--- config.mk ---
export PLATFORM = sky130hd
export DESIGN_NAME = tiered_speed_differential_drive
export DESIGN_NICKNAME = d
export VERILOG_FILES = /design/src/hdl/tsdd_pkg.sv /design/src/hdl/tsdd_cfg_regs.sv /design/src/hdl/tsdd_tier.sv /design/src/hdl/tsdd_diff.sv /design/src/hdl/tiered_speed_differential_drive.sv
export SDC_FILE = /design/constraint.sdc
export NUM_CORES = 1
export LEC_CHECK = 0
export ABC_AREA = 1
export BUFFER_PORTS_ARGS = -buffer_cell sky130_fd_sc_hd__buf_2
export CAP_MARGIN = 40
export CORE_MARGIN = 2
export CORE_UTILIZATION = 40
export CTS_CLUSTER_SIZE = 20
export DETAILED_ROUTE_END_ITERATION = 6
export PLACE_DENSITY_LB_ADDON = 0.1
export SYNTH_ARGS = -nofsm -noshare
export SYNTH_HDL_FRONTEND = slang
export SYNTH_SLANG_ARGS = --single-unit
--- constraint.sdc ---
create_clock -name clk -period 4.8 [get_ports clk]
set_input_delay 0.48 -clock clk [delete_from_list [all_inputs] [get_ports clk]]
set_output_delay 0.48 -clock clk [all_outputs]
set_load 0.02 [all_outputs]
--- src/hdl/tsdd_pkg.sv ---
// ----------------------------------------------------------------------------
// Tiered speed differential drive package
// Shared types, register indexes, reset values, tier constants and the
// saturation helper used by the drive datapath.
// ----------------------------------------------------------------------------
package tsdd_pkg;

	localparam int unsigned CfgIndexWidth = 3;

	localparam logic [CfgIndexWidth-1:0] REG_STRAIGHT_LEVEL = 3'd0;
	localparam logic [CfgIndexWidth-1:0] REG_MEDIUM_LEVEL   = 3'd1;
	localparam logic [CfgIndexWidth-1:0] REG_TURN_LEVEL     = 3'd2;
	localparam logic [CfgIndexWidth-1:0] REG_BRAKE_LEVEL    = 3'd3;
	localparam logic [CfgIndexWidth-1:0] REG_STRAIGHT_CUT   = 3'd4;
	localparam logic [CfgIndexWidth-1:0] REG_MEDIUM_CUT     = 3'd5;

	localparam logic signed [7:0] STRAIGHT_LEVEL_RST = 8'sd70;
	localparam logic signed [7:0] MEDIUM_LEVEL_RST   = 8'sd55;
	localparam logic signed [7:0] TURN_LEVEL_RST     = 8'sd51;
	localparam logic signed [7:0] BRAKE_LEVEL_RST    = -8'sd45;
	localparam logic [6:0]        STRAIGHT_CUT_RST   = 7'd10;
	localparam logic [6:0]        MEDIUM_CUT_RST     = 7'd30;

	localparam logic [5:0] CNT_MAX   = 6'd42;
	localparam logic [5:0] CNT_LONG  = 6'd15;
	localparam logic [5:0] CNT_BRAKE = 6'd8;

	localparam logic signed [8:0] LONG_DROP   = 9'sd6;
	localparam logic signed [9:0] INNER_DROP  = 10'sd2;
	localparam logic signed [9:0] OUTER_BOOST = 10'sd5;

	localparam logic [1:0] SLOPE_DOWN = 2'b11;
	localparam logic [1:0] SLOPE_UP   = 2'b01;

	typedef struct packed {
		logic signed [7:0] straight_level;
		logic signed [7:0] medium_level;
		logic signed [7:0] turn_level;
		logic signed [7:0] brake_level;
		logic [6:0]        straight_cut;
		logic [6:0]        medium_cut;
	} cfg_t;

	function automatic logic signed [7:0] sat8(input logic signed [9:0] v);
		logic signed [7:0] r;
		if (v > 10'sd127) begin
			r = 8'sd127;
		end else if (v < -10'sd128) begin
			r = -8'sd128;
		end else begin
			r = v[7:0];
		end
		return r;
	endfunction

endpackage

--- src/hdl/tsdd_cfg_regs.sv ---
// ----------------------------------------------------------------------------
// Tiered speed differential drive configuration registers
// Holds the speed tiers and the turn thresholds written through the
// configuration channel. Writes to unknown indexes are dropped.
// ----------------------------------------------------------------------------
module tsdd_cfg_regs (
	input  logic                                clk,
	input  logic                                arst_n,
	input  logic                                cfg_valid,
	output logic                                cfg_ready,
	input  logic [tsdd_pkg::CfgIndexWidth-1:0]  cfg_index,
	input  logic [7:0]                          cfg_data,
	output tsdd_pkg::cfg_t                      cfg
);

	tsdd_pkg::cfg_t cfg_q;
	logic           wr_en;

	assign cfg_ready = 1'b1;
	assign wr_en     = cfg_valid && cfg_ready;
	assign cfg       = cfg_q;

	always_ff @(posedge clk or negedge arst_n) begin
		if (!arst_n) begin
			cfg_q.straight_level <= tsdd_pkg::STRAIGHT_LEVEL_RST;
			cfg_q.medium_level   <= tsdd_pkg::MEDIUM_LEVEL_RST;
			cfg_q.turn_level     <= tsdd_pkg::TURN_LEVEL_RST;
			cfg_q.brake_level    <= tsdd_pkg::BRAKE_LEVEL_RST;
			cfg_q.straight_cut   <= tsdd_pkg::STRAIGHT_CUT_RST;
			cfg_q.medium_cut     <= tsdd_pkg::MEDIUM_CUT_RST;
		end else if (wr_en) begin
			unique case (cfg_index)
				tsdd_pkg::REG_STRAIGHT_LEVEL: cfg_q.straight_level <= cfg_data;
				tsdd_pkg::REG_MEDIUM_LEVEL:   cfg_q.medium_level   <= cfg_data;
				tsdd_pkg::REG_TURN_LEVEL:     cfg_q.turn_level     <= cfg_data;
				tsdd_pkg::REG_BRAKE_LEVEL:    cfg_q.brake_level    <= cfg_data;
				tsdd_pkg::REG_STRAIGHT_CUT:   cfg_q.straight_cut   <= cfg_data[6:0];
				tsdd_pkg::REG_MEDIUM_CUT:     cfg_q.medium_cut     <= cfg_data[6:0];
				default: begin
				end
			endcase
		end
	end

endmodule

--- src/hdl/tsdd_tier.sv ---
// ----------------------------------------------------------------------------
// Tiered speed differential drive tier selection
// Keeps the straightness counter and picks the tier speed for the current
// steering command, with the ramp override applied last.
// ----------------------------------------------------------------------------
module tsdd_tier (
	input  logic                clk,
	input  logic                arst_n,
	input  logic                advance,
	input  logic signed [7:0]   steer,
	input  logic [1:0]          slope,
	input  tsdd_pkg::cfg_t      cfg,
	output logic signed [8:0]   speed
);

	logic [5:0]        count_q;
	logic [5:0]        count_nxt;
	logic [7:0]        mag;
	logic              is_straight;
	logic              is_moderate;
	logic signed [8:0] straight9;
	logic signed [8:0] tier_speed;

	assign mag         = steer[7] ? 8'(-steer) : 8'(steer);
	assign is_straight = mag < {1'b0, cfg.straight_cut};
	assign is_moderate = mag < {1'b0, cfg.medium_cut};
	assign straight9   = 9'(cfg.straight_level);

	always_comb begin
		count_nxt  = count_q;
		tier_speed = straight9;
		priority if (is_straight) begin
			count_nxt  = (count_q < tsdd_pkg::CNT_MAX) ? count_q + 6'd1 : count_q;
			tier_speed = (count_nxt > tsdd_pkg::CNT_LONG) ?
				straight9 - tsdd_pkg::LONG_DROP : straight9;
		end else if (count_q > tsdd_pkg::CNT_BRAKE) begin
			if (is_moderate) begin
				count_nxt  = count_q - 6'd1;
				tier_speed = 9'sd0;
			end else begin
				count_nxt  = count_q - 6'd2;
				tier_speed = 9'(cfg.brake_level);
			end
		end else begin
			count_nxt  = 6'd0;
			tier_speed = is_moderate ? 9'(cfg.medium_level) : 9'(cfg.turn_level);
		end
	end

	always_comb begin
		unique case (slope)
			tsdd_pkg::SLOPE_DOWN: speed = 9'(cfg.brake_level);
			tsdd_pkg::SLOPE_UP:   speed = straight9;
			default:              speed = tier_speed;
		endcase
	end

	always_ff @(posedge clk or negedge arst_n) begin
		if (!arst_n) begin
			count_q <= 6'd0;
		end else if (advance) begin
			count_q <= count_nxt;
		end
	end

`ifndef SYNTHESIS
	a_count_bounded: assert property (@(posedge clk) disable iff (!arst_n)
		count_q <= tsdd_pkg::CNT_MAX)
		else $error("straight counter above its ceiling");

	a_curve_clears: assert property (@(posedge clk) disable iff (!arst_n)
		advance && !is_straight && (count_q <= tsdd_pkg::CNT_BRAKE) |=> count_q == 6'd0)
		else $error("short straight followed by a curve did not clear the counter");

	a_hold_idle: assert property (@(posedge clk) disable iff (!arst_n)
		!advance |=> $stable(count_q))
		else $error("straight counter moved without a transaction");
`endif

endmodule

--- src/hdl/tsdd_diff.sv ---
// ----------------------------------------------------------------------------
// Tiered speed differential drive wheel split
// Applies the inner and outer wheel offsets outside the middle steering band
// and saturates the base and wheel speeds to eight bits.
// ----------------------------------------------------------------------------
module tsdd_diff (
	input  logic signed [7:0] steer,
	input  logic [6:0]        medium_cut,
	input  logic signed [8:0] speed,
	output logic signed [7:0] base_speed,
	output logic signed [7:0] left_speed,
	output logic signed [7:0] right_speed
);

	logic signed [8:0] steer9;
	logic signed [8:0] cut9;
	logic signed [9:0] speed10;
	logic signed [9:0] left10;
	logic signed [9:0] right10;

	assign steer9  = 9'(steer);
	assign cut9    = $signed({2'b00, medium_cut});
	assign speed10 = 10'(speed);

	always_comb begin
		priority if (steer9 < -cut9) begin
			left10  = speed10 - tsdd_pkg::INNER_DROP;
			right10 = speed10 + tsdd_pkg::OUTER_BOOST;
		end else if (steer9 > cut9) begin
			left10  = speed10 + tsdd_pkg::OUTER_BOOST;
			right10 = speed10 - tsdd_pkg::INNER_DROP;
		end else begin
			left10  = speed10;
			right10 = speed10;
		end
	end

	assign base_speed  = tsdd_pkg::sat8(speed10);
	assign left_speed  = tsdd_pkg::sat8(left10);
	assign right_speed = tsdd_pkg::sat8(right10);

endmodule

--- src/hdl/tiered_speed_differential_drive.sv ---
// ----------------------------------------------------------------------------
// Tiered speed differential drive
// Turns one steering command and ramp flag per control tick into the servo
// angle, a tiered base speed and the left and right wheel speeds.
// ----------------------------------------------------------------------------
// Each transaction is registered at the input, resolved by compare and add
// logic together with the straightness counter, and held in the output
// register until taken, so one item is accepted per cycle unless
// in_stall is raised. The input side stalls only while the output
// register is full, stalled, and a second item already waits in
// the input register. Configuration writes are always ready and take effect on
// the next transaction; write them only while no transaction is in flight.
module tiered_speed_differential_drive (
	input  logic                                clk,
	input  logic                                arst_n,
	input  logic                                in_valid,
	output logic                                in_stall,
	input  logic signed [7:0]                   steer,
	input  logic signed [1:0]                   slope,
	output logic                                out_valid,
	input  logic                                out_stall,
	output logic signed [7:0]                   servo_angle,
	output logic signed [7:0]                   base_speed,
	output logic signed [7:0]                   left_speed,
	output logic signed [7:0]                   right_speed,
	input  logic                                cfg_valid,
	output logic                                cfg_ready,
	input  logic [tsdd_pkg::CfgIndexWidth-1:0]  cfg_index,
	input  logic [7:0]                          cfg_data
);

	tsdd_pkg::cfg_t    cfg;
	logic              valid_s1;
	logic signed [7:0] steer_s1;
	logic [1:0]        slope_s1;
	logic              out_valid_q;
	logic signed [7:0] servo_q;
	logic signed [7:0] base_q;
	logic signed [7:0] left_q;
	logic signed [7:0] right_q;
	logic              out_open;
	logic              advance;
	logic              in_take;
	logic signed [8:0] speed;
	logic signed [7:0] base_c;
	logic signed [7:0] left_c;
	logic signed [7:0] right_c;

	assign out_open = !out_valid_q || !out_stall;
	assign advance  = valid_s1 && out_open;
	assign in_stall = valid_s1 && !out_open;
	assign in_take  = in_valid && !in_stall;

	tsdd_cfg_regs u_cfg_regs (
		.clk       (clk),
		.arst_n    (arst_n),
		.cfg_valid (cfg_valid),
		.cfg_ready (cfg_ready),
		.cfg_index (cfg_index),
		.cfg_data  (cfg_data),
		.cfg       (cfg)
	);

	tsdd_tier u_tier (
		.clk     (clk),
		.arst_n  (arst_n),
		.advance (advance),
		.steer   (steer_s1),
		.slope   (slope_s1),
		.cfg     (cfg),
		.speed   (speed)
	);

	tsdd_diff u_diff (
		.steer       (steer_s1),
		.medium_cut  (cfg.medium_cut),
		.speed       (speed),
		.base_speed  (base_c),
		.left_speed  (left_c),
		.right_speed (right_c)
	);

	always_ff @(posedge clk or negedge arst_n) begin
		if (!arst_n) begin
			valid_s1 <= 1'b0;
		end else if (!in_stall) begin
			valid_s1 <= in_valid;
		end
	end

	always_ff @(posedge clk) begin
		if (in_take) begin
			steer_s1 <= steer;
			slope_s1 <= slope;
		end
	end

	always_ff @(posedge clk or negedge arst_n) begin
		if (!arst_n) begin
			out_valid_q <= 1'b0;
		end else if (out_open) begin
			out_valid_q <= valid_s1;
		end
	end

	always_ff @(posedge clk) begin
		if (advance) begin
			servo_q <= steer_s1;
			base_q  <= base_c;
			left_q  <= left_c;
			right_q <= right_c;
		end
	end

	assign out_valid   = out_valid_q;
	assign servo_angle = servo_q;
	assign base_speed  = base_q;
	assign left_speed  = left_q;
	assign right_speed = right_q;

`ifndef SYNTHESIS
	a_stall_cause: assert property (@(posedge clk) disable iff (!arst_n)
		in_stall |-> valid_s1 && out_valid_q && out_stall)
		else $error("input stalled while the pipeline had room");

	a_result_moves: assert property (@(posedge clk) disable iff (!arst_n)
		valid_s1 && out_open |=> out_valid_q)
		else $error("transaction lost between input and output register");

	a_result_drains: assert property (@(posedge clk) disable iff (!arst_n)
		out_valid_q && !out_stall && !valid_s1 |=> !out_valid_q)
		else $error("result repeated after it was taken");
`endif

endmodule
# Word level (Yosys, flattened, before mapping)
# Index checks and enable logic that the tools add are counted.
[word_totals] wordCells=76 reg_bits=96 in_bits=26 out_inout_bits=35
[classes] reduce_logical=15 n_addsub=8 mux=18 eq_ne=7 n_lt_le_gt_ge=13
[op_table] op="$mux W9" count=5
[op_table] op="$mux W10" count=4
[op_table] op="$mux W8" count=4
[op_table] op="$mux W6" count=4
[op_table] op="$gt A10 B8 Y1 const B" count=2
[op_table] op="$lt A10 B8 Y1 const B" count=2
[op_table] op="$pmux W9 S2" count=1
[op_table] op="$lt A8 B7 Y1" count=2
[op_table] op="$gt A6 B4 Y1 const B" count=2
[op_table] op="$reduce_and A2 Y1" count=6
[op_table] op="$add A9 B4 Y10 const B" count=1
[op_table] op="$sub A9 B3 Y10 const B" count=1
[op_table] op="$gt A9 B8 Y1 const B" count=1
[op_table] op="$lt A8 B9 Y1" count=1
[op_table] op="$lt A9 B8 Y1 const B" count=1
[op_table] op="$neg A7 Y9" count=1
[op_table] op="$sub A8 B4 Y9 const B" count=1
[op_table] op="$gt A8 B8 Y1" count=1
[op_table] op="$neg A8 Y8" count=1
[op_table] op="$add A6 B1 Y6 const B" count=1
[op_table] op="$eq A3 B2 Y1 const B" count=2
[op_table] op="$eq A3 B3 Y1 const B" count=2
[op_table] op="$lt A6 B6 Y1 const B" count=1
[op_table] op="$sub A6 B1 Y6 const B" count=1
[op_table] op="other kinds (8)" count=13

# Logic depth before layout (Yosys ltp)
[depth] depth_word=12 depth_mapped=31 depth_no_buf=30

# Cells and area by module
# A second synthesis with hierarchy kept.
[unflattened] hier_cells=889 area_unflattened_um2=6734.0
[modules_own_cells] mod="tsdd_tier" cells_each=344 area_each_um2=1969.4 n_inst=1 seq_area_each_um2=150.1
[modules_own_cells] mod="tsdd_cfg_regs" cells_each=211 area_each_um2=1880.6 n_inst=1 seq_area_each_um2=1179.9
[modules_own_cells] mod="tsdd_diff" cells_each=280 area_each_um2=1527.7 n_inst=1 seq_area_each_um2=0.0
[modules_own_cells] mod="tiered_speed_differential_drive" cells_each=54 area_each_um2=1356.3 n_inst=1 seq_area_each_um2=1311.3

# Worst setup path before layout
# No wires, ideal clock.
[synth_timing] path_kind="register to register" start="register steer_s1[0]" end="register right_q[0], in the netlist right_speed[0] (data pin)" t_required_ns=4.542 path_buffers=1 setup_ns=0.258 path_slack_ns=1.046 arrival_time_ns=3.496 path_stages_with_launch=26 synth_period_minus_slack_ns=3.754 cell_sequence="edfxtp_1 inv_1 ha_1 inv_1 o31ai_1 xor2_1 ha_1 and3_1 nand2_1 buf_2 nand3_1 nand3_2 nand3_2 a21oi_4 ha_1 nand2_2 nor2_4 nand2_1 nand2_1 nand2_1 nand2_1 nand2_1 nand2_1 inv_2 o21bai_4 nand2_1"
[synth_via] elab_chain_cells=12 elab_cells_between_ends=18 cone_classes="add/sub (3); order compare (6); mux (9)"
[synth_rtl] item="from (decl)" line="tiered_speed_differential_drive.sv:34" rtl="logic signed [7:0] steer_s1;"
[synth_rtl] item="from (signal assigned)" line="tiered_speed_differential_drive.sv:93" rtl="steer_s1 <= steer;"
[synth_rtl] item="$neg A8 Y8" line="tsdd_tier.sv:24" rtl="assign mag = steer[7] ? 8'(-steer) : 8'(steer);"
[synth_rtl] item="$mux W8" line="tsdd_tier.sv:24"
[synth_rtl] item="$lt A8 B7 Y1" line="tsdd_tier.sv:26" rtl="assign is_moderate = mag < {1'b0, cfg.medium_cut};"
[synth_rtl] item="$mux W9 (on tied branches)" line="tsdd_tier.sv:46, tsdd_tier.sv:37"
[synth_rtl] item="$mux W9" line="tsdd_tier.sv:36" rtl="end else if (count_q > tsdd_pkg::CNT_BRAKE) begin"
[synth_rtl] item="$mux W9" line="tsdd_tier.sv:32" rtl="priority if (is_straight) begin"
[synth_rtl] item="$pmux W9 S2" line="tsdd_tier.sv:51" rtl="unique case (slope)"
[synth_rtl] item="$sub A9 B3 Y10" line="tsdd_diff.sv:31" rtl="right10 = speed10 - tsdd_pkg::INNER_DROP;"
[synth_rtl] item="$mux W10" line="tsdd_diff.sv:29" rtl="end else if (steer9 > cut9) begin"
[synth_rtl] item="$mux W10 *" line="tsdd_diff.sv:26" rtl="priority if (steer9 < -cut9) begin"
[synth_rtl] item="$lt A10 B8 Y1" line="tsdd_pkg.sv:48" rtl="end else if (v < -10'sd128) begin"
[synth_rtl] item="$mux W8" line="tsdd_pkg.sv:48"
[synth_rtl] item="to (signal assigned)" line="tiered_speed_differential_drive.sv:111" rtl="right_q <= right_c;"
[synth_rtl] item="to (decl)" line="tiered_speed_differential_drive.sv:40" rtl="logic signed [7:0] right_q;"
# Every way passes the cells marked *; elsewhere a longest branch is shown, timed or not.
# A chain may end at the register's enable or synchronous reset.

# Worst setup path in the final report
[layout_timing] start="register steer_s1[1]" end="register right_q[5], in the netlist right_speed[5] (data pin)"
# The elaborated chain is that of the path after synthesis.

==> flow_metrics.py <==
metrics = {
    "critical_path": {
        "start_kind": "register",
        "slowest_delay_ns": 0.48,
        "critical_path_depth": 24,
        "ff2ff_setup_slack_ns": 0.60,
        "rr_worst_depth": 24,
        "r2r-start": "steer_s1[1]",
        "crit_type": "register to register",
        "crit_end": "right_speed[5]",
        "cp-startpoint": "steer_s1[1]",
        "r2r-end": "right_speed[5]",
        "path_cells": "inv_1 -> ha_1 -> inv_1 -> o31ai_1 -> xor2_1 -> ha_1 -> and3_1 -> nand2_2 -> nand3_1 -> nand3_2 -> nand3_2 -> a21oi_4 -> ha_1 -> nand2_2 -> nor2_4 -> nand2_1 -> nand2_1 -> nand2_1 -> nand2_1 -> nand2_1 -> nand2_1 -> inv_2 -> o21bai_4 -> nand2_1",
        "crit_required_ns": 4.91,
        "crit_arrival_ns": 4.31,
        "critical_path.max_fanout": 12,
        "cpLargestDelayFamily": "simple AND/OR/NAND/NOR gates",
        "slowest_stage": "edfxtp_1",
        "endpoint_kind": "register",
        "crit_path_frequent_cell": "nand2_1",
        "worst-path-buf-inv": 3,
    },
    "timing": {
        "min_period_ns": 4.20,
        "setup_tns_ns": 0,
        "final_max_slew_viol_count": 0,
        "fin_ws_ns": 0.600,
        "finClkSkew_ns": 0.00991,
        "clock.fmax_mhz": 238,
        "tightest_slew_ns": 0.692,
        "setup_viol": 0,
        "hold_viol_final": 0,
        "rsz0062_at_grt": "false",
        "max_slew_margin_pct": 53.9,
        "finalCritPeriodShare_pct": 87.5,
    },
    "power": {
        "p_comb_share_pct": 51.7,
        "power.density_nw_per_um2": 595,
        "p_leak_nw": 3.49,
        "pwr-share-clk_pct": 17.6,
        "power.switching_mw": 1.95,
        "peakVddDrop_mv": 0.220,
        "pwr-share-seq_pct": 30.7,
        "intPower_mw": 2.29,
        "switching_share_pct": 46.0,
        "finalPower_mw": 4.24,
    },
    "yosys": {
        "synth-xor-area-share_pct": 3.47,
        "ys_top_cells_by_area": "edfxtp_1 20%, nand2_1 14%, dfrtp_1 12%, dfstp_2 9.6%, ha_1 7.5%",
        "synthesis.area_um2": 6300,
        "synth_edf_count": 42,
        "synth_top_family_by_area": "simple AND/OR/NAND/NOR gates",
        "synth_compound_area_share_pct": 12.6,
        "synth-adder-area-share_pct": 7.54,
        "yosysMostFrequentCell": "nand2_1",
        "yosys-top-cells-count": "236 x nand2_1, 110 x inv_1, 82 x o21ai_0",
        "synth_top_cell_area_share_pct": 20.0,
        "synthSimpleGateAreaFrac_pct": 25.6,
        "synthFlopType": "edfxtp_1",
        "ys.warnings.count": 0,
        "yosys.area.top_type": "edfxtp_1",
        "postSynthRegisterBits": 96,
        "seq_area_frac_synth_pct": 41.9,
        "synth_nets": 870,
        "async_flop_share_pct": 56.3,
        "synth_mux_area_share_pct": 0.159,
        "netlist_instances": 806,
        "synth.distinct_cells": 45,
        "syn_avg_cell_area_um2": 7.82,
    },
    "global_routing": {
        "grt_pass1_vias": 5182,
        "grtUsageTotal_pct": 20.1,
        "grt_antenna_before_repair": 0,
        "grt_start_max_net_pins": 55,
        "grt_remaining_overflow": 0,
        "grt_pass1_wl_um": 26000,
    },
    "placement": {
        "dp_hpwl_um": 11900,
        "place_ws_ns": 0.416,
        "port_buffers": 59,
        "gp_congestion": 0.890,
    },
    "die": {
        "fp.dieArea_um2": 16800,
        "die_y_um": 130,
        "fp-row-count": 45,
        "die_w_um": 130,
        "start_util_pct": 41.2,
        "coreArea_um2": 15300,
        "ios": 61,
    },
    "clock_network": {
        "cts_buffer_depth": 2,
        "cts_buffers": 9,
        "cts_tree": "built",
        "cts_root_buffer": "clkbuf_16",
        "path_clk_slew_ns": 0.07,
        "htreeDepth": 3,
        "holdBufCountCts": 0,
        "clock_sinks": 96,
        "clkLatencyLatePin_ns": 0.36,
    },
    "drt": {
        "post_drt_wl_per_cell_um": 14.8,
        "vias": 5417,
        "drtIter0Drc": 342,
        "drtAntennaViolNets": 0,
        "drc": 0,
        "firstDrtPassIters": 5,
        "routed_via_density": 5.02,
        "routed_wl_um": 15900,
    },
    "final_layout": {
        "fin_util_pct": 46.6,
        "finalNetCount": 928,
        "syn_to_final_growth_pct": 13.1,
        "nFillCells": 1544,
        "diodes": 0,
        "drive_above_1_share_pct": 16.7,
    },
    "outcome": {
        "status": "finished, final reports clean",
    },
    "run": {
        "cap_violations": 0,
    },
    "worst_hold_path": {
        "hp-class": "input port to asynchronous set/reset pin",
    },
}
through the flow:
step                hold slack (ns)  std cells  cell area, um^2
floorplan                     0.184        806             6300
global placement              0.469       1062             6800
detailed placement            0.478       1062             6800
CTS                           0.269       1078             7100
global route                  0.283       1080             7130
finish                        0.244       1080             7130
worst min path at each step:
stage	slack (ns)	start	end
after detailed placement	0.48	u_cfg_regs.cfg[36]	u_cfg_regs.cfg[36]
after CTS	0.27	arst_n	out_valid
final	0.24	arst_n	out_valid
after global placement	0.47	u_cfg_regs.cfg[12]	u_cfg_regs.cfg[12]
after floorplan	0.18	arst_n	asynchronous set/reset pin
after global routing	0.28	steer[2]	steer_s1[2]
cell type report:
class | instances | area (um^2) | area share [%]
multi-input combinational | 576 | 3130 | 43.9
sequential | 96 | 2640 | 37.0
inverter | 115 | 432 | 6.05
timing repair buffer | 66 | 360 | 5.05
tap | 211 | 264 | 3.70
clock buffer | 10 | 250 | 3.51
clock inverter | 6 | 52.6 | 0.737
cell usage in the layout (no fill, tap or decap), types with 8 or more instances in the layout:
cell / netlist / routed
xor2_1: 23 / 23
dfrtp_1: 31 / 31
a21oi_1: 34 / 34
buf_2: 2 / 59
nand2_1: 236 / 235
edfxtp_1: 42 / 42
nor2_1: 39 / 38
nand3_1: 56 / 56
clkbuf_16: 0 / 10
o21ai_0: 82 / 82
ha_1: 38 / 38
inv_1: 110 / 110
nand4_1: 8 / 8
nand2_2: 11 / 12
dfstp_2: 23 / 23
registers in the layout (all words and copies together), names as in the netlist, 2 cells and up, named ones only:
| name | count |
|---|---|
| u_cfg_regs.cfg | 46 |
| base_speed | 8 |
| left_speed | 8 |
| right_speed | 8 |
| servo_angle | 8 |
| steer_s1 | 8 |
| u_tier.count_q | 4 |
| slope_s1 | 2 |
layer usage:
layer	wire length (um)	up-vias	global-route usage (%)
met5	0	-	0
met4	404	0	8.79
met3	717	25	2.93
met2	7190	146	31.9
met1	7640	2512	27.4
li1	-	2734	-
cell families (layout without fill, tap and decap cells):
family | Yosys count | count (layout)
other | 1 | 1
adders and majority gates | 38 | 38
AOI/OAI and AO/OA | 140 | 140
muxes | 1 | 1
and+or+nand+nor | 371 | 371
DFF | 96 | 96
xor gates and xnor gates | 25 | 25
buffers and inverters | 134 | 197
power by group through the flow:
stage               registers, mW  clock network [mW]  logic, mW
floorplan                    1.40                   0       1.55
global placement             1.31                   0       2.14
detailed placement           1.32                   0       2.17
CTS                          1.30               0.765       2.18
global route                 1.33               0.800       2.50
finish                       1.30               0.747       2.19
timing repair:
action                                  4_1_cts  5_1_grt
endpoints found under the setup margin        0       14
buffers inserted                              0        2
resized for setup                             0        1
endpoints found under the hold margin         0        0
Note: power is estimated with default switching activity, not from simulation.
